==> src/sv/pfrl_pkg.sv <==
`timescale 1ns / 1ps
`default_nettype none

package pfrl_pkg;

  // table geometry
  localparam int FLOW_ENTRIES = 256;
  localparam int IDX_W        = $clog2(FLOW_ENTRIES);

  // field widths
  localparam int FLOW_W   = 8;
  localparam int TIME_W   = 48;
  localparam int COUNT_W  = 24;
  localparam int PERIOD_W = 22;
  localparam int LIMIT_W  = 16;

  // configuration port
  localparam int CFG_IDX_W  = 1;
  localparam int CFG_DATA_W = 22;
  localparam logic [PERIOD_W-1:0] PERIOD_RESET = PERIOD_W'(3000);
  localparam logic [LIMIT_W-1:0]  LIMIT_RESET  = LIMIT_W'(20);

  // rate arithmetic
  localparam logic [COUNT_W-1:0] COUNT_MAX     = '1;
  localparam logic [TIME_W-1:0]  IDLE_LIMIT_MS = TIME_W'(3600 * 1000);
  localparam int MS_PER_SECOND = 1000;
  // count * 1000 always fits in this many bits
  localparam int LHS_W = 34;
  localparam int RHS_W = LIMIT_W + LHS_W;

  typedef enum logic [CFG_IDX_W-1:0] {
    REG_PERIOD_MS  = 1'b0,
    REG_RATE_LIMIT = 1'b1
  } cfg_reg_t;

  typedef enum logic {
    OP_PACKET = 1'b0,
    OP_SWEEP  = 1'b1
  } opcode_t;

  typedef struct packed {
    opcode_t             opcode;
    logic [FLOW_W-1:0]   flow_index;
    logic [TIME_W-1:0]   now_ms;
    logic                whitelisted;
  } in_item_t;

  typedef struct packed {
    logic packet_dropped;
    logic spared_by_whitelist;
    logic entry_removed;
  } out_item_t;

  typedef struct packed {
    logic [PERIOD_W-1:0] period_ms;
    logic [LIMIT_W-1:0]  rate_limit;
  } cfg_t;

  // one table entry as stored in the memory
  typedef struct packed {
    logic [COUNT_W-1:0] count;
    logic [TIME_W-1:0]  win_start;
  } entry_t;

  // table write request from the update logic
  typedef struct packed {
    logic             valid_we;
    logic             valid_val;
    logic             mem_we;
    logic [IDX_W-1:0] idx;
    entry_t           entry;
  } tbl_wr_t;

endpackage

`default_nettype wire

==> src/sv/pfrl_update.sv <==
`timescale 1ns / 1ps
`default_nettype none

module pfrl_update (
  input  pfrl_pkg::in_item_t   item,
  input  logic                 fire,
  input  logic                 entry_valid,
  input  pfrl_pkg::entry_t     entry,
  input  pfrl_pkg::cfg_t       cfg,
  output pfrl_pkg::out_item_t  res,
  output pfrl_pkg::tbl_wr_t    wr
);

  logic                            in_range;
  logic                            is_pkt;
  logic [pfrl_pkg::COUNT_W-1:0]    cnt_base;
  logic [pfrl_pkg::COUNT_W-1:0]    cnt_inc;
  logic [pfrl_pkg::TIME_W-1:0]     ws_base;
  logic                            backwards;
  logic [pfrl_pkg::TIME_W-1:0]     elapsed;
  logic                            closed;
  logic                            el_hi;
  logic [pfrl_pkg::LHS_W-1:0]      lhs;
  logic [pfrl_pkg::RHS_W-1:0]      rhs;
  logic                            over;
  logic                            idle;
  logic                            restart;

  assign in_range = int'(item.flow_index) < pfrl_pkg::FLOW_ENTRIES;
  assign is_pkt   = (item.opcode == pfrl_pkg::OP_PACKET);

  // a free entry starts empty with its window at now
  assign cnt_base = entry_valid ? entry.count : '0;
  assign ws_base  = entry_valid ? entry.win_start : item.now_ms;
  assign cnt_inc  = (cnt_base == pfrl_pkg::COUNT_MAX) ? cnt_base
                                                      : cnt_base + pfrl_pkg::COUNT_W'(1);

  // window age, shared by the packet and the sweep paths
  assign backwards = item.now_ms < ws_base;
  assign elapsed   = item.now_ms - ws_base;
  assign closed    = !backwards &&
                     (elapsed >= pfrl_pkg::TIME_W'(cfg.period_ms));

  // count * 1000 >= limit * elapsed; a nonzero limit over a huge window never trips
  assign el_hi = |elapsed[pfrl_pkg::TIME_W-1:pfrl_pkg::LHS_W];
  assign lhs   = pfrl_pkg::LHS_W'(cnt_inc) * pfrl_pkg::LHS_W'(pfrl_pkg::MS_PER_SECOND);
  assign rhs   = pfrl_pkg::RHS_W'(cfg.rate_limit) *
                 pfrl_pkg::RHS_W'(elapsed[pfrl_pkg::LHS_W-1:0]);
  assign over  = closed && (el_hi ? (cfg.rate_limit == '0)
                                  : (pfrl_pkg::RHS_W'(lhs) >= rhs));

  // the over flag is consumed by the packet that raises it, so it is never stored
  assign idle    = entry_valid && !backwards && (elapsed >= pfrl_pkg::IDLE_LIMIT_MS);
  assign restart = backwards || closed;

  // result
  assign res.packet_dropped      = in_range && is_pkt && over && !item.whitelisted;
  assign res.spared_by_whitelist = in_range && is_pkt && over && item.whitelisted;
  assign res.entry_removed       = in_range && !is_pkt && idle;

  // table write-back
  assign wr.idx             = pfrl_pkg::IDX_W'(item.flow_index);
  assign wr.mem_we          = fire && in_range && is_pkt;
  assign wr.valid_we        = fire && in_range && (is_pkt || idle);
  assign wr.valid_val       = is_pkt;
  assign wr.entry.count     = restart ? '0 : cnt_inc;
  assign wr.entry.win_start = restart ? item.now_ms : ws_base;

endmodule

`default_nettype wire

==> config.mk <==
export PLATFORM = sky130hd
export DESIGN_NAME = pfrl_update
export DESIGN_NICKNAME = d
export VERILOG_FILES = /design/src/sv/pfrl_pkg.sv /design/src/sv/pfrl_update.sv
export SDC_FILE = /design/constraint.sdc
export NUM_CORES = 2
export LEC_CHECK = 0
export BUFFER_PORTS_ARGS = -buffer_cell sky130_fd_sc_hd__buf_2
export CORE_AREA = 2 2 408 248
export DETAILED_ROUTE_END_ITERATION = 7
export DIE_AREA = 0 0 410 250
export GPL_TIMING_DRIVEN = 0
export PLACE_DENSITY_LB_ADDON = 0.15
export SYNTH_ARGS = -nofsm -noshare
export SYNTH_HDL_FRONTEND = slang
export SYNTH_SLANG_ARGS = --single-unit
==> constraint.sdc <==
create_clock -name vclk -period 19.8
set_input_delay 2.97 -clock vclk [all_inputs]
set_output_delay 2.97 -clock vclk [all_outputs]
set_load 0.03 [all_outputs]
# Word-level counts from Yosys, hierarchy flattened
# Index checks and enable logic that the tools add are counted.
[totals]
regBits = 0
inputBits = 170
out_inout_bits = 86
word_cells = 32
[op_classes]
addsub = 2
mul = 2
order_cmp = 4
n_eq_ne = 1
n_mux = 6
bitwise_logic = 1
reduce_logical = 16
[op_table]
columns = ["op", "count"]
rows = [
  ["two-way mux 48 bit", 2],
  ["two-way mux 24 bit", 3],
  ["greater-or-equal comparator 34 x 50 -> 1 bit", 1],
  ["multiplier 16 x 34 -> 50 bit", 1],
  ["greater-or-equal comparator 48 x 22 -> 1 bit", 1],
  ["greater-or-equal comparator 48 x 22 -> 1 bit (second input constant)", 1],
  ["less-than comparator 48 bit", 1],
  ["subtractor 48 bit", 1],
  ["multiplier 24 x 7 -> 31 bit (second input constant)", 1],
  ["adder 24 x 1 -> 24 bit (second input constant)", 1],
  ["equality test 24 bit (second input constant)", 1],
  ["zero test 16 bit", 1],
  ["OR reduction 14 bit", 1],
  ["logical AND 1 bit", 10],
  ["zero test 1 bit", 2],
  ["logical OR 1 bit", 2],
  ["two-way mux 1 bit", 1],
  ["inverter 1 bit", 1],
]

# Depth between registers and ports, before layout
[depth]
depth_word = 9
ltp_mapped = 52
depth_no_buf = 47

# Worst setup path before layout
# OpenSTA, ideal clock, no wires.
[synth_path]
path_kind = "in2out"
from = "input entry_valid"
to = "output res[1] (netlist bit)"
arrival_ps = 13981
required_time_ps = 16830
setup_slack_ps = 2849
cell_stages = 43
path_buffers = 4
cell_sequence = "clkbuf_1 clkbuf_1 clkbuf_1 mux2i_1 ha_1 a21o_1 or3_1 o22a_2 a211o_1 a21o_1 xor2_1 clkbuf_1 nand2_1 fa_1 fa_1 fa_1 fa_1 inv_1 [7 not listed] a21oi_1 nand3b_1 a221oi_1 o21bai_1 a31oi_1 xor2_1 ha_1 and4_1 and2_1 a211oi_1 o21ai_0 a41oi_1 nor4_1 nand4_1 nor4_1 o21ai_0 mux2_2 nor3b_1"
[synth_rtl]
columns = ["element", "line_no", "text"]
rows = [
  ["start, declared", "pfrl_update.sv:7", "input logic entry_valid,"],
  ["end, declared", "pfrl_update.sv:10", "output pfrl_pkg::out_item_t res,"],
]

==> results.json <==
{
  "slew_violations": 0,
  "hold_viol": 0,
  "cp.required_ns": 16.83,
  "yosys.area.top_type": "fa_1",
  "slew_headroom_pct": 10.8,
  "place_congestion": 0.903,
  "die_y_um": 250,
  "first_pass_iters": 5,
  "seq_area_um2": 0,
  "hp-class": "input port to output port",
  "critPathSlowestCell": "fa_1",
  "synth_warnings": 0,
  "netlist_area_um2": 27400,
  "hold_buffers": 0,
  "ys_seq_area_share_pct": 0,
  "first_iter_violations": 1750,
  "die-area_um2": 103000,
  "fin_nets": 4514,
  "drc": 0,
  "dp_hpwl_um": 89300,
  "fin_tns_setup_ns": 0,
  "grt_max_degree": 11,
  "worst_pin_slew_ns": 1.32,
  "syn2layout_area_growth_pct": 12.2,
  "ios": 256,
  "finalSetupViolCount": 0,
  "core_um2": 99200,
  "routed_via_density": 4.82,
  "floorplan.initialDensity_pct": 27.7,
  "ant_nets": 0,
  "synth_area_leaders": "fa_1 (39%), ha_1 (13%), inv_1 (8.2%)",
  "port_buffers": 237,
  "vias": 23400,
  "synthCells": 3270,
  "overflow": 0,
  "critPathCaptureType": "output port",
  "setup.worst_path.start_class": "input port",
  "synth_top_cell_area_share_pct": 38.9,
  "arrival_ns": 16.28,
  "cp_common_cell": "fa_1",
  "critical_path.max_fanout": 10,
  "syn-num-nets": 4265,
  "grt_first_pass_wirelength_um": 156000,
  "grt_use_total_pct": 20.1,
  "chipWidth_um": 410,
  "wirelength_um": 103000,
  "period_minus_slack_ns": 19.25,
  "rows": 90,
  "post_drt_wl_per_cell_um": 21.3,
  "fmax_ghz": 0.0519,
  "grt_pass1_vias": 23600,
  "slowest_delay_ns": 0.61,
  "drive_gt1_share_pct": 10.7,
  "multi_input_area_um2": 24800,
  "syn_avg_cell_area_um2": 8.39,
  "seq_cell_count": 0,
  "grt_antenna_before_repair": 10,
  "fill_cells": 10800,
  "outcome": "finished, final reports clean",
  "ys_types": 85,
  "timing.final.crit_share_pct": 97.2,
  "worstSetupPathType": "input port to output port",
  "drv_cap": 0,
  "n_clock_buffer": 0
}
-- synth_stat cells (all sizes together) (51+ instances only) --
cell    number
nand3       51
clkbuf     135
fa         533
nor2       107
and2       205
a21oi      140
mux2i      101
nand2      448
o21ai       70
inv        600
xnor2       70
a21o        59
ha         292
-- per-layer routing --
layer / global-route usage (%) / vias up / routed length [µm]
met4: 1.26 / 0 / 746
met2: 28.0 / 691 / 40600
met5: 0 / - / 0
met1: 32.7 / 11700 / 53600
li1: - / 10900 / -
met3: 3.84 / 42 / 8250
-- stage by stage --
stage	cell area, µm²	hold WS (ns)	cells	worst slack, ns	utilization [%]
final	30800	6.19	4853	0.548	31.0
after detailed placement	30400	6.19	4843	-1.19	30.6
after global routing	30800	6.19	4851	-0.000968	31.0
after floorplan	27400	6.05	3270	2.85	-
after global placement	30300	6.19	4841	-1.60	30.5
after CTS	30500	6.19	4843	0.0432	30.8
-- worst paths after layout --
path	from	end	slack [ns]	depth (start not counted)
setup / recovery	entry_valid	res[1]	0.55	47
hold / removal	item[53]	wr[76]	6.19	2
-- cells by family (layout without fill, tap and decap cells) --
group	Yosys count	in the layout	synth area share, %
other	0	2	0
multiplexers	105	105	3.85
XOR/XNOR	116	116	3.70
buffers and inverters	757	1004	10.7
adder cells (fa/ha/maj)	825	825	52.2
AND/OR/NAND/NOR	1021	1021	18.7
AO/OA/AOI/OAI	446	446	10.8
-- what timing repair did --
item | CTS | global route
setup endpoints to repair | 2 | 2
buffers inserted | 0 | 11
pin swaps | 0 | 4
resized for setup | 28 | 60
-- critical path: cells and delay by family --
family	cells	cell delay (ns)
adder cells (fa/ha/maj)	9	4.08
AND/OR/NAND/NOR	15	3.35
AO/OA/AOI/OAI	10	2.39
buffers and inverters	9	2.29
multiplexers	2	0.66
XOR/XNOR	2	0.47
-- final cells by class --
| class | instances | share of cell area [%] |
|---|---|---|
| Multi-Input combinational cell | 2513 | 80.7 |
| Inverter | 600 | 7.32 |
| Tap cell | 1334 | 5.42 |
| Timing Repair Buffer | 250 | 4.21 |
| Buffer | 154 | 2.35 |
| Antenna cell | 2 | 0.0163 |
-- placed cells by master, fill, tap and decap left out, drive strengths merged, types with 8 or more instances in the layout --
cell type	synthesis	final
o31ai	8	8
o211ai	16	16
nand2	448	448
o21bai	13	13
or3	18	18
a21o	59	59
ha	292	292
a21oi	140	140
o21a	21	21
nor3	32	32
and2	205	205
buf	22	275
xor2	46	46
nand3	51	51
inv	600	600
a211oi	18	18
fa	533	533
and3	25	25
xnor2	70	70
a31oi	16	16
nor4	20	20
nor2b	36	36
nor2	107	107
a211o	9	9
nand2b	18	18
nand4	31	31
mux2i	101	101
o21ai	70	70
clkbuf	135	129
