<file path="src/sv/pfrl_pkg.sv">
`timescale 1ns / 1ps
`default_nettype none

package pfrl_pkg;

  // table geometry
  localparam int FLOW_ENTRIES = 256;
  localparam int IDX_W        = $clog2(FLOW_ENTRIES);

  // field widths
  localparam int FLOW_W   = 8;
  localparam int TIME_W   = 48;
  localparam int COUNT_W  = 24;
  localparam int PERIOD_W = 22;
  localparam int LIMIT_W  = 16;

  // configuration port
  localparam int CFG_IDX_W  = 1;
  localparam int CFG_DATA_W = 22;
  localparam logic [PERIOD_W-1:0] PERIOD_RESET = PERIOD_W'(3000);
  localparam logic [LIMIT_W-1:0]  LIMIT_RESET  = LIMIT_W'(20);

  // rate arithmetic
  localparam logic [COUNT_W-1:0] COUNT_MAX     = '1;
  localparam logic [TIME_W-1:0]  IDLE_LIMIT_MS = TIME_W'(3600 * 1000);
  localparam int MS_PER_SECOND = 1000;
  // count * 1000 always fits in this many bits
  localparam int LHS_W = 34;
  localparam int RHS_W = LIMIT_W + LHS_W;

  typedef enum logic [CFG_IDX_W-1:0] {
    REG_PERIOD_MS  = 1'b0,
    REG_RATE_LIMIT = 1'b1
  } cfg_reg_t;

  typedef enum logic {
    OP_PACKET = 1'b0,
    OP_SWEEP  = 1'b1
  } opcode_t;

  typedef struct packed {
    opcode_t             opcode;
    logic [FLOW_W-1:0]   flow_index;
    logic [TIME_W-1:0]   now_ms;
    logic                whitelisted;
  } in_item_t;

  typedef struct packed {
    logic packet_dropped;
    logic spared_by_whitelist;
    logic entry_removed;
  } out_item_t;

  typedef struct packed {
    logic [PERIOD_W-1:0] period_ms;
    logic [LIMIT_W-1:0]  rate_limit;
  } cfg_t;

  // one table entry as stored in the memory
  typedef struct packed {
    logic [COUNT_W-1:0] count;
    logic [TIME_W-1:0]  win_start;
  } entry_t;

  // table write request from the update logic
  typedef struct packed {
    logic             valid_we;
    logic             valid_val;
    logic             mem_we;
    logic [IDX_W-1:0] idx;
    entry_t           entry;
  } tbl_wr_t;

endpackage

`default_nettype wire

</file>
<file path="src/sv/pfrl_cfg_regs.sv">
`timescale 1ns / 1ps
`default_nettype none

module pfrl_cfg_regs (
  input  logic                             clk,
  input  logic                             rst_n,
  input  logic                             cfg_valid,
  output logic                             cfg_ready,
  input  logic [pfrl_pkg::CFG_IDX_W-1:0]   cfg_index,
  input  logic [pfrl_pkg::CFG_DATA_W-1:0]  cfg_wdata,
  output pfrl_pkg::cfg_t                   cfg
);

  pfrl_pkg::cfg_t cfg_r;

  // writes are always accepted and land in the register at the accepting edge
  assign cfg_ready = 1'b1;
  assign cfg      = cfg_r;

  // register file
  always_ff @(posedge clk) begin
    if (!rst_n) begin
      cfg_r.period_ms  <= pfrl_pkg::PERIOD_RESET;
      cfg_r.rate_limit <= pfrl_pkg::LIMIT_RESET;
    end else if (cfg_valid) begin
      case (pfrl_pkg::cfg_reg_t'(cfg_index))
        pfrl_pkg::REG_PERIOD_MS: begin
          cfg_r.period_ms <= cfg_wdata[pfrl_pkg::PERIOD_W-1:0];
        end
        pfrl_pkg::REG_RATE_LIMIT: begin
          cfg_r.rate_limit <= cfg_wdata[pfrl_pkg::LIMIT_W-1:0];
        end
        default: begin
        end
      endcase
    end
  end

endmodule

`default_nettype wire

</file>
<file path="config.mk">
export PLATFORM = sky130hd
export DESIGN_NAME = pfrl_cfg_regs
export DESIGN_NICKNAME = d
export VERILOG_FILES = /design/src/sv/pfrl_pkg.sv /design/src/sv/pfrl_cfg_regs.sv
export SDC_FILE = /design/constraint.sdc
export NUM_CORES = 1
export LEC_CHECK = 0
export ABC_AREA = 0
export BUFFER_PORTS_ARGS = -buffer_cell sky130_fd_sc_hd__clkbuf_2
export CORE_MARGIN = 5
export CORE_UTILIZATION = 50
export DETAILED_ROUTE_END_ITERATION = 7
export PLACE_DENSITY = 0.8
export SLEW_MARGIN = 20
export SYNTH_ARGS = -nofsm -noshare
export SYNTH_HDL_FRONTEND = slang
export SYNTH_SLANG_ARGS = --single-unit
</file>
<file path="constraint.sdc">
create_clock -name clk -period 1.8 [get_ports clk]
set_input_delay 0.18 -clock clk [delete_from_list [all_inputs] [get_ports clk]]
set_output_delay 0.18 -clock clk [all_outputs]
set_load 0.1 [all_outputs]
</file>
Yosys cells after proc, flatten, opt, wreduce, memory -nomap -nowiden
Index checks and enable logic that the tools add are counted.

storage, ports and cells
  bits of input ports = 26
  register bits after elaboration = 38
  output and inout bits = 39

cells by class
  bitwise operators = 1
  reduce and logical (&&, ||, !) cells = 2

operators by type and width
  kind                 count
  AND reduction 2 bit  2
  NOT 1 bit            1

Depth between registers and ports, before layout
Gate-level depths: netlist of run 1.

  depth after elaboration = 2
  depth in mapped cells = 5
  mapped depth without buffers = 2

Worst setup path after synthesis of run 1
Ideal clock, no wire load.

  path kind = reg-to-reg
  start point = register cfg[19] (netlist name)
  end point = register cfg_r (netlist bit cfg[19])
  path slack = 0.535 ns
  required time = 1.721 ns
  arrival = 1.186 ns
  path buffers = 0
  cell stages (with the launch flop) = 3
  cell sequence = dfxtp_1 > inv_1 > o211ai_1

RTL lines
  what           RTL line             text
  end, declared  pfrl_cfg_regs.sv:14  pfrl_pkg::cfg_t cfg_r;

Worst setup path in the final report of run 1
  start point = register cfg_r (netlist bit cfg[25])
  end point = output port cfg[25] (netlist name)

RTL lines
  what           RTL line             text
  end, declared  pfrl_cfg_regs.sv:11  output pfrl_pkg::cfg_t cfg

No word-level cell between the ends.

==> results of run 1 <==
synthesized netlist by cell type (all sizes together), types with 2 or more instances:
cell / count
buf: 12
clkbuf: 4
dfxtp: 38
inv: 9
mux2i: 23
nand2: 45
nand3: 2
nand3b: 7
nand4: 6
o211ai: 9
o21ai: 6
per-layer routing:
layer	share of wire [%]	global-route usage [%]
met2	45	26.3
met1	45	21.4
met3	8.6	7.18
met4	1.1	5.44
met5	0	0
placed cells by master, fill, tap and decap left out:
cell	netlist	final
mux2i_1	23	23
nand2_2	1	1
nand3_1	2	2
o21ai_1	1	1
inv_1	9	9
nand4_1	6	6
nand2_1	44	44
o21ai_0	5	5
buf_4	3	2
conb_1	1	1
and2_1	1	1
o211ai_1	9	9
clkbuf_2	0	63
dfxtp_1	38	38
clkinv_2	0	1
clkbuf_8	0	1
nor2b_4	1	1
buf_12	0	1
clkbuf_1	4	1
nand3b_1	7	7
clkbuf_4	0	5
through the flow:
stage | setup WS [ns] | cell area (um2) | power (mW) | hold WS, ns
after floorplan | 0.535 | 1530 | 1.39 | 0.322
after CTS | 0.426 | 1870 | 1.93 | 0.0513
after global placement | 0.607 | 1810 | 1.47 | 0.414
after detailed placement | 0.519 | 1810 | 1.47 | 0.421
after global routing | 0.389 | 1870 | 2.00 | 0.0476
final | 0.445 | 1870 | 1.90 | 0.0624
cells by family after synthesis:
kind of cell / after synthesis / share of synthesized area (%)
buffers and inverters: 25 / 9.49
muxes: 23 / 15.1
DFF: 38 / 49.8
and+or+nand+nor: 62 / 19.1
AOI/OAI and AO/OA: 15 / 6.38
other: 1 / 0.245
power by group:
group          total (mW)  internal (mW)  leakage [nW]  switching, mW
logic               0.539         0.0966         0.597          0.443
registers           0.911          0.887         0.312         0.0242
clock network       0.454          0.189        0.0353          0.265
final cells by class:
type	instances	area, um2
Clock buffer	7	55.1
Clock inverter	1	5.00
Fill cell	276	1130
Inverter	9	33.8
Multi-Input combinational cell	101	623
Sequential cell	38	761
Tap cell	33	41.3
Timing Repair Buffer	66	350
worst max path at each step:
stage	startpoint	to	slack (ns)	depth (start not counted)
6_report	cfg[25]$_SDFFE_PN1P_	cfg[25]	0.44	1
3_3_place_gp	cfg_index	cfg[36]$_SDFFE_PN0P_	0.61	4
3_5_place_dp	cfg_index	cfg[16]$_SDFFE_PN0P_	0.52	4
2_1_floorplan	cfg[19]$_SDFFE_PN1P_	cfg[19]$_SDFFE_PN1P_	0.54	2
4_1_cts	cfg[6]$_SDFFE_PN0P_	cfg[6]	0.43	1
5_1_grt	cfg[16]$_SDFFE_PN0P_	cfg[16]	0.39	1
==> flow_summary_export.csv, run 1 <==
group,metric,value,unit
drt,drt_iter0_drc,98,
synth,synthDistinctLibCells,19,
setup_path,r2r_start,"cfg[24]$_SDFFE_PN1P_",
floorplan,io_pins,65,
timing,fmax,738,MHz
cts,clock_latency,0.34,ns
cts,cts_setup_buffers,0,
synth,postSynth.asyncResetShare,0,%
cts,cts_max_path_buffers,2,
timing,slew_headroom,63.4,%
min_path,hold_start,"cfg_wdata[19]",
global_routing,grt_pass1_wl,5730,um
synth,synth_nets,190,
setup_path,r2r_slack,1.15,ns
placed_design,dp.cells,247,
cts,ctsResizeCount,0,
timing,period_minus_slack,1.36,ns
floorplan,rows,20,
synth,netlist_instances,164,
run,cap_violations,0,
cells_and_area,area_growth,22.3,%
setup_path,crit_fanout,2,
timing,max_slew.worst_pin.slew,0.551,ns
placed_design,place.gp.congestion,0.754,
drt,drtAntennaViolNets,0,
synth,synth_area_leaders,"dfxtp_1 50%, mux2i_1 15%, nand2_1 11%",
synth,synth-seq-cells,38,
cts,htreeDepth,2,
drt,wl_per_cell,12.9,um
power_and_ir_drop,peakVddDrop,0.567,mV
setup_path,critPathMaxStageDelay,0.47,ns
floorplan,initial_utilization,50.9,%
power_and_ir_drop,p_leak,0.945,nW
synth,synth-seq-area-share,49.8,%
setup_path,reg2reg_depth,2,
cells_and_area,largest_reg_flops,38,
cts,cts_tree,"done",
timing,rsz0062_at_grt,"no",
setup_path,crit_buf_inv,1,
setup_path,cp_top_family,"buffers and inverters",
drt,drc,0,
cells_and_area,fin_util,62.3,%
setup_path,timing.critical_path.cells,"clkbuf_2",
timing,setup_viol,0,
cells_and_area,final_nets,247,
drt,vias,1286,
timing,clock_skew,0,ns
drt,via_per_inst,5.04,
drt,drtPass1Iterations,4,
cts,hold_buffers,0,
synth,synthFlopType,"dfxtp_1",
timing,hold_violations,0,
cells_and_area,instances_no_fill,255,
floorplan,die_w,65.3,um
synth,synth_top_area_share,49.8,%
cts,cts-root-buf,"clkbuf_4",
cells_and_area,drive_gt1_share,33.8,%
drt,drt_wl_total,3300,um
cells_and_area,diodes,0,
status,status,"completed",
global_routing,grt_pass1_vias,1265,
setup_path,required,1.62,ns
min_path,min_path_cells,3,
synth,syn_area,0.00153,mm2
min_path,hold_path_end,"cfg[35]$_SDFFE_PN0P_",
synth,synth_edf_count,0,
setup_path,critPathLaunchType,"flip-flop",
placed_design,hpwl,2470,um
timing,finalSetupTns,0,ns
global_routing,grt.total_usage,17.0,%
floorplan,core,0.00300,mm2
synth,syn_avg_cell_area,9.32,um2
cts,cts_buffers,5,
setup_path,rr_endpoint,"cfg[24]$_SDFFE_PN1P_",
synth,synth.largest_area_cell,"dfxtp_1",
cts,cts.clk_slew.worst_paths,0.11,ns
setup_path,crit_arrival,1.18,ns
min_path,hp-class,"in -> reg",
floorplan,die_area,0.00426,mm2
global_routing,grt.overflow.total,0,
setup_path,crit_slowest_cell,"clkbuf_2",
synth,yosysWarnings,0,
timing,period_share,75.3,%
setup_path,path_class,"reg -> out",
timing,maxSlewViolCount,0,
setup_path,end_kind,"output port",
cts,cts.sinks,38,
global_routing,grt_max_degree,37,
global_routing,antenna_found_initial,0,
placed_design,numPortBuffers,63,
power_and_ir_drop,power.density,1020,mW/mm2
floorplan,die_h,65.3,um
Note: power is estimated with default switching activity, not from simulation.
==> run 2: changes to the inputs <==
Settings changed: ABC_AREA 0 to 1, CORE_UTILIZATION 50 to 46, PLACE_DENSITY 0.8 to 0.74.
Clock period 1.8 ns to 1.3 ns, I/O delays scaled along.
==> run 2 against run 1 <==
Net effect: synthesized cell count grew 23%; worst setup slack lost 0.38 ns; cell count grew 22%; combinational power grew 79%; sequential power grew 41%; critical path depth is the same; critical endpoint is now cfg[3]; highest routed layer unchanged.
==> flow_summary_export.csv, run 2 <==
group,metric,value,unit
power_and_ir_drop,power.density,1410,mW/mm2
cts,cts.clk_slew.worst_paths,0.10,ns
cts,clock_latency,0.34,ns
timing,fmax,811,MHz
floorplan,core,0.00328,mm2
synth,synth_top_area_share,49.4,%
cells_and_area,final_common_cell,"nor2_1",
floorplan,die_area,0.00461,mm2
drt,top_layer_used,"met4",
drt,drtAntennaViolNets,0,
setup_path,crit_fanout,2,
setup_path,critPathMaxStageDelay,0.42,ns
synth,yosysWarnings,0,
timing,hold_ws,0.0414,ns
cells_and_area,fin_util,60.5,%
placed_design,hpwl,2590,um
setup_path,required,1.17,ns
synth,synthFlopType,"dfxtp_1",
floorplan,rows,21,
cts,cts-root-buf,"clkbuf_4",
global_routing,grt.total_usage,17.0,%
timing,setup_viol,0,
cells_and_area,area_growth,29.0,%
cts,cts_setup_buffers,0,
setup_path,crit_buf_inv,1,
cells_and_area,diodes,0,
power_and_ir_drop,p_leak,1.03,nW
placed_design,post_dp_cell_area,0.00192,mm2
synth,synth-seq-area-share,49.4,%
setup_path,timing.critical_path.cells,"buf_2",
synth,synth-seq-cells,38,
drt,dr_wl_met3,234,um
global_routing,grt_max_degree,39,
global_routing,grt_pass1_wl,5850,um
global_routing,antenna_found_initial,0,
drt,wl_met2,1770,um
synth,synthDistinctLibCells,19,
drt,wl_per_cell,11.8,um
cells_and_area,fill_cells,328,
drt,drt_wl_total,3660,um
min_path,hp-class,"in -> reg",
drt,drt_iter0_drc,62,
drt,vias,1444,
drt,wl_met1,1590,um
floorplan,die_w,67.9,um
cells_and_area,drive_gt1_share,30.3,%
synth,syn_area,0.00154,mm2
status,status,"completed",
drt,drtPass1Iterations,4,
floorplan,io_pins,65,
synth,synth_most_common_cell,"nor2_1",
drt,drc,0,
cts,cts_max_path_buffers,2,
cells_and_area,final_cell_mix,"57 x nor2_1, 39 x buf_4, 38 x dfxtp_1, 28 x nand3_1, 27 x nand2_1",
setup_path,path_class,"reg -> out",
synth,synth_common_cells,"57 x nor2_1, 38 x dfxtp_1, 28 x nand3_1",
floorplan,initial_utilization,46.9,%
setup_path,crit_slowest_cell,"buf_2",
synth,synth_area_leaders,"dfxtp_1 49%, nor2_1 14%, nand3_1 9.1%",
cells_and_area,largest_reg_flops,38,
synth,netlist_instances,202,
cts,cts_buffers,5,
timing,period_minus_slack,1.23,ns
setup_path,crit_arrival,1.10,ns
synth,postSynth.asyncResetShare,0,%
cells_and_area,final_nets,290,
placed_design,place.gp.congestion,0.783,
timing,period_share,94.8,%
power_and_ir_drop,peakVddDrop,0.619,mV
synth,synth.largest_area_cell,"dfxtp_1",
global_routing,grt_pass1_vias,1348,
drt,via_per_inst,4.66,
synth,synth_edf_count,0,
cts,cts_tree,"done",
global_routing,grt.overflow.total,0,
floorplan,die_h,67.9,um
cts,htreeDepth,2,
timing,hold_violations,0,
placed_design,numPortBuffers,63,
setup_path,cp_top_family,"buffers and inverters",
cts,cts.sinks,38,
timing,rsz0062_at_grt,"no",
synth,syn_avg_cell_area,7.62,um2
setup_path,critPathLaunchType,"flip-flop",
timing,finalSetupTns,0,ns
run,cap_violations,0,
setup_path,end_kind,"output port",
cells_and_area,fin_area,0.00199,mm2
timing,maxSlewViolCount,0,
synth,synth_nets,228,
timing,clock_skew,0,ns
## run 2: kinds of logic (layout without fill, tap and decap cells)
| kind of cell | Yosys count | after routing | synth area share [%] |
|---|---|---|---|
| simple gates | 118 | 118 | 33.4 |
| compound gates | 14 | 14 | 4.55 |
| other cells | 1 | 1 | 0.243 |
| buf+inv | 31 | 93 | 12.4 |
| flops | 38 | 38 | 49.4 |
## run 2: power breakdown
group | switching [mW] | internal (mW)
combinational | 0.760 | 0.202
clock | 0.350 | 0.204
sequential | 0.0419 | 1.24
## run 2: per-stage QoR
step | power [mW] | setup slack [ns] | instances
2_1_floorplan | 2.08 | 0.0573 | 202
6_report | 2.80 | 0.0676 | 310
3_5_place_dp | 2.28 | 0.292 | 301
3_3_place_gp | 2.27 | 0.341 | 301
5_1_grt | 2.94 | 0.0133 | 310
4_1_cts | 2.83 | 0.0137 | 310
## run 2: cell type report
type                       count  area (um2)  share of cell area, %
sequential                    38         761                   38.3
multi-input combinational    133         588                   29.6
timing repair buffer          68         463                   23.3
inverter                      18        72.6                   3.65
tap                           46        57.6                   2.90
clock buffer                   7        45.0                   2.27
## run 2: metal layers
metal / global-route usage [%] / vias to the layer above
li1: - / 748
met1: 19.8 / 641
met2: 29.0 / 48
met3: 5.42 / 7
met4: 6.70 / 0
met5: 0 / -
## run 2: repair_timing
action                                  in CTS  in global routing
resized for setup                            0                  1
endpoints found under the setup margin       0                  1
hold buffers                                 2                  0
hold endpoints to repair                     2                  0
## run 2: worst register-to-register path: stages, from the launching register on
cell and delay [ns]:
dfxtp_1 0.33, nor2_1 0.12, nor2_1 0.06
## run 2: final timing paths
kind	from	endpoint	slack (ns)	depth (start not counted)
worst max-delay path	cfg[3]$_SDFFE_PN0P_	cfg[3]	0.07	1
worst min-delay path	cfg_wdata[11]	cfg[27]$_SDFFE_PN1P_	0.04	3
worst max register to register	cfg[34]$_SDFFE_PN0P_	cfg[34]$_SDFFE_PN0P_	0.70	2
worst min register to register	cfg[19]$_SDFFE_PN1P_	cfg[19]$_SDFFE_PN1P_	0.47	2
==> run 3: changes to the inputs <==
==> constraint.sdc (replaced) <==
create_clock -name clk -period 1.3 [get_ports clk]
set_input_delay 0.13 -clock clk [delete_from_list [all_inputs] [get_ports clk]]
set_output_delay 0.13 -clock clk [all_outputs]
set_load 0.02 [all_outputs]
==> run 3 against run 2 <==
Net effect: core utilization fell by 1.8 points; sequential power barely moved; combinational power fell by 54%; largest cell class unchanged.
==> flow_summary_export.csv, run 3 (synthesis results as in run 2) <==
group,metric,value,unit
status,status,"completed",
drt,drtPass1Iterations,4,
drt,via_per_inst,4.56,
cells_and_area,area_growth,25.1,%
cells_and_area,diodes,0,
placed_design,place_ws,0.253,ns
drt,vias,1419,
cells_and_area,drive_gt1_share,31.3,%
setup_path,critPathLaunchType,"flip-flop",
setup_path,required,1.17,ns
timing,period_minus_slack,1.02,ns
setup_path,crit_fanout,2,
cts,cts_tree,"done",
floorplan,die_h,67.9,um
cts,cts-root-buf,"clkbuf_4",
cts,cts_max_path_buffers,2,
global_routing,grt.overflow.total,0,
timing,clock_skew,0,ns
placed_design,place.gp.congestion,0.811,
cells_and_area,final_cell_mix,"63 x clkbuf_2, 57 x nor2_1, 38 x dfxtp_1, 28 x nand3_1, 27 x nand2_1",
run,cap_violations,0,
setup_path,cp_top_family,"flip-flops",
cells_and_area,multiInputGateArea,588,um2
timing,maxSlewViolCount,0,
cells_and_area,fill_cells,356,
floorplan,die_w,67.9,um
drt,drc,0,
cells_and_area,final_nets,290,
cts,htreeDepth,2,
cts,cts.clk_slew.worst_paths,0.11,ns
drt,drtAntennaViolNets,0,
cts,ctsResizeCount,0,
setup_path,crit_buf_inv,1,
cts,cts_buffers,5,
timing,period_share,78.8,%
timing,postLayoutSetupSlackWorst,0.276,ns
timing,rsz0062_at_grt,"no",
floorplan,die_area,0.00461,mm2
timing,fmax,976,MHz
setup_path,timing.critical_path.cells,"clkbuf_2",
placed_design,numPortBuffers,63,
floorplan,rows,21,
cells_and_area,largest_reg_flops,38,
cts,cts.sinks,38,
min_path,hp-class,"in -> reg",
power_and_ir_drop,peakVddDrop,0.674,mV
drt,drt_wl_total,3560,um
floorplan,io_pins,65,
cts,clock_latency,0.35,ns
setup_path,critPathMaxStageDelay,0.37,ns
power_and_ir_drop,finalPower,2.51,mW
floorplan,core,0.00328,mm2
setup_path,path_class,"reg -> out",
power_and_ir_drop,power.density,1300,mW/mm2
placed_design,post_dp_cell_area,0.00183,mm2
global_routing,grt_pass1_vias,1246,
setup_path,end_kind,"output port",
placed_design,hpwl,2450,um
global_routing,grt.total_usage,16.8,%
timing,finalSetupTns,0,ns
setup_path,crit_arrival,0.89,ns
cells_and_area,fin_area,0.00193,mm2
drt,drt_iter0_drc,86,
global_routing,antenna_found_initial,0,
global_routing,grt_pass1_wl,5580,um
power_and_ir_drop,p_leak,1.02,nW
floorplan,initial_utilization,46.9,%
global_routing,grt_max_degree,39,
cells_and_area,seqCellArea,761,um2
timing,hold_violations,0,
drt,wl_per_cell,11.4,um
cells_and_area,final_common_cell,"clkbuf_2",
setup_path,crit_slowest_cell,"dfxtp_1",
timing,setup_viol,0,
[run 3: cell types whose count changed in the layout (fill, tap and decap cells not counted), sizes merged]
cell / previous run / this run
buf: 41 / 3
clkbuf: 32 / 68
clkinv: 0 / 2
bufinv: 0 / 1
[run 3: final timing paths]
check / startpoint / to / cells past startpoint / slack (ns)
max reg2reg: cfg[16]$_SDFFE_PN0P_ / cfg[16]$_SDFFE_PN0P_ / 2 / 0.70
max: cfg[0]$_SDFFE_PN0P_ / cfg[0] / 1 / 0.28
min reg2reg: cfg[19]$_SDFFE_PN1P_ / cfg[19]$_SDFFE_PN1P_ / 2 / 0.47
min: cfg_wdata[7] / cfg[23]$_SDFFE_PN1P_ / 3 / 0.02
[run 3: cell type report]
type	instances	area share, %
sequential	38	39.5
multi-input combinational	133	30.5
timing repair buffer	68	19.2
inverter	18	3.77
tap	46	2.99
clock inverter	3	2.08
clock buffer	5	1.95
[run 3: metal layers]
| layer | routed length [um] | up-vias | track usage [%] | share of wire, % |
|---|---|---|---|---|
| met3 | 234 | 8 | 4.60 | 6.6 |
| li1 | - | 752 | - | - |
| met4 | 92 | 0 | 9.68 | 2.6 |
| met2 | 1570 | 54 | 25.9 | 44 |
| met1 | 1660 | 605 | 21.0 | 47 |
| met5 | 0 | - | 0 | 0 |
[run 3: stage by stage]
stage,utilization [%],hold WS [ns],std cells
2_1_floorplan,-,0.243,202
3_3_place_gp,55.7,0.350,301
3_5_place_dp,55.7,0.354,301
4_1_cts,58.7,0.0158,311
5_1_grt,58.7,0.0285,311
6_report,58.7,0.0238,311
[run 3: timing repair]
action / in CTS / in global routing
hold buffers: 2 / 0
buffers inserted: 0 / 0
endpoints found under the hold margin: 2 / 0
[run 3: power by group]
group	switching (mW)	internal, mW	leakage, nW
Clock	0.391	0.398	0.0450
Combinational	0.281	0.158	0.659
Sequential	0.0401	1.24	0.314
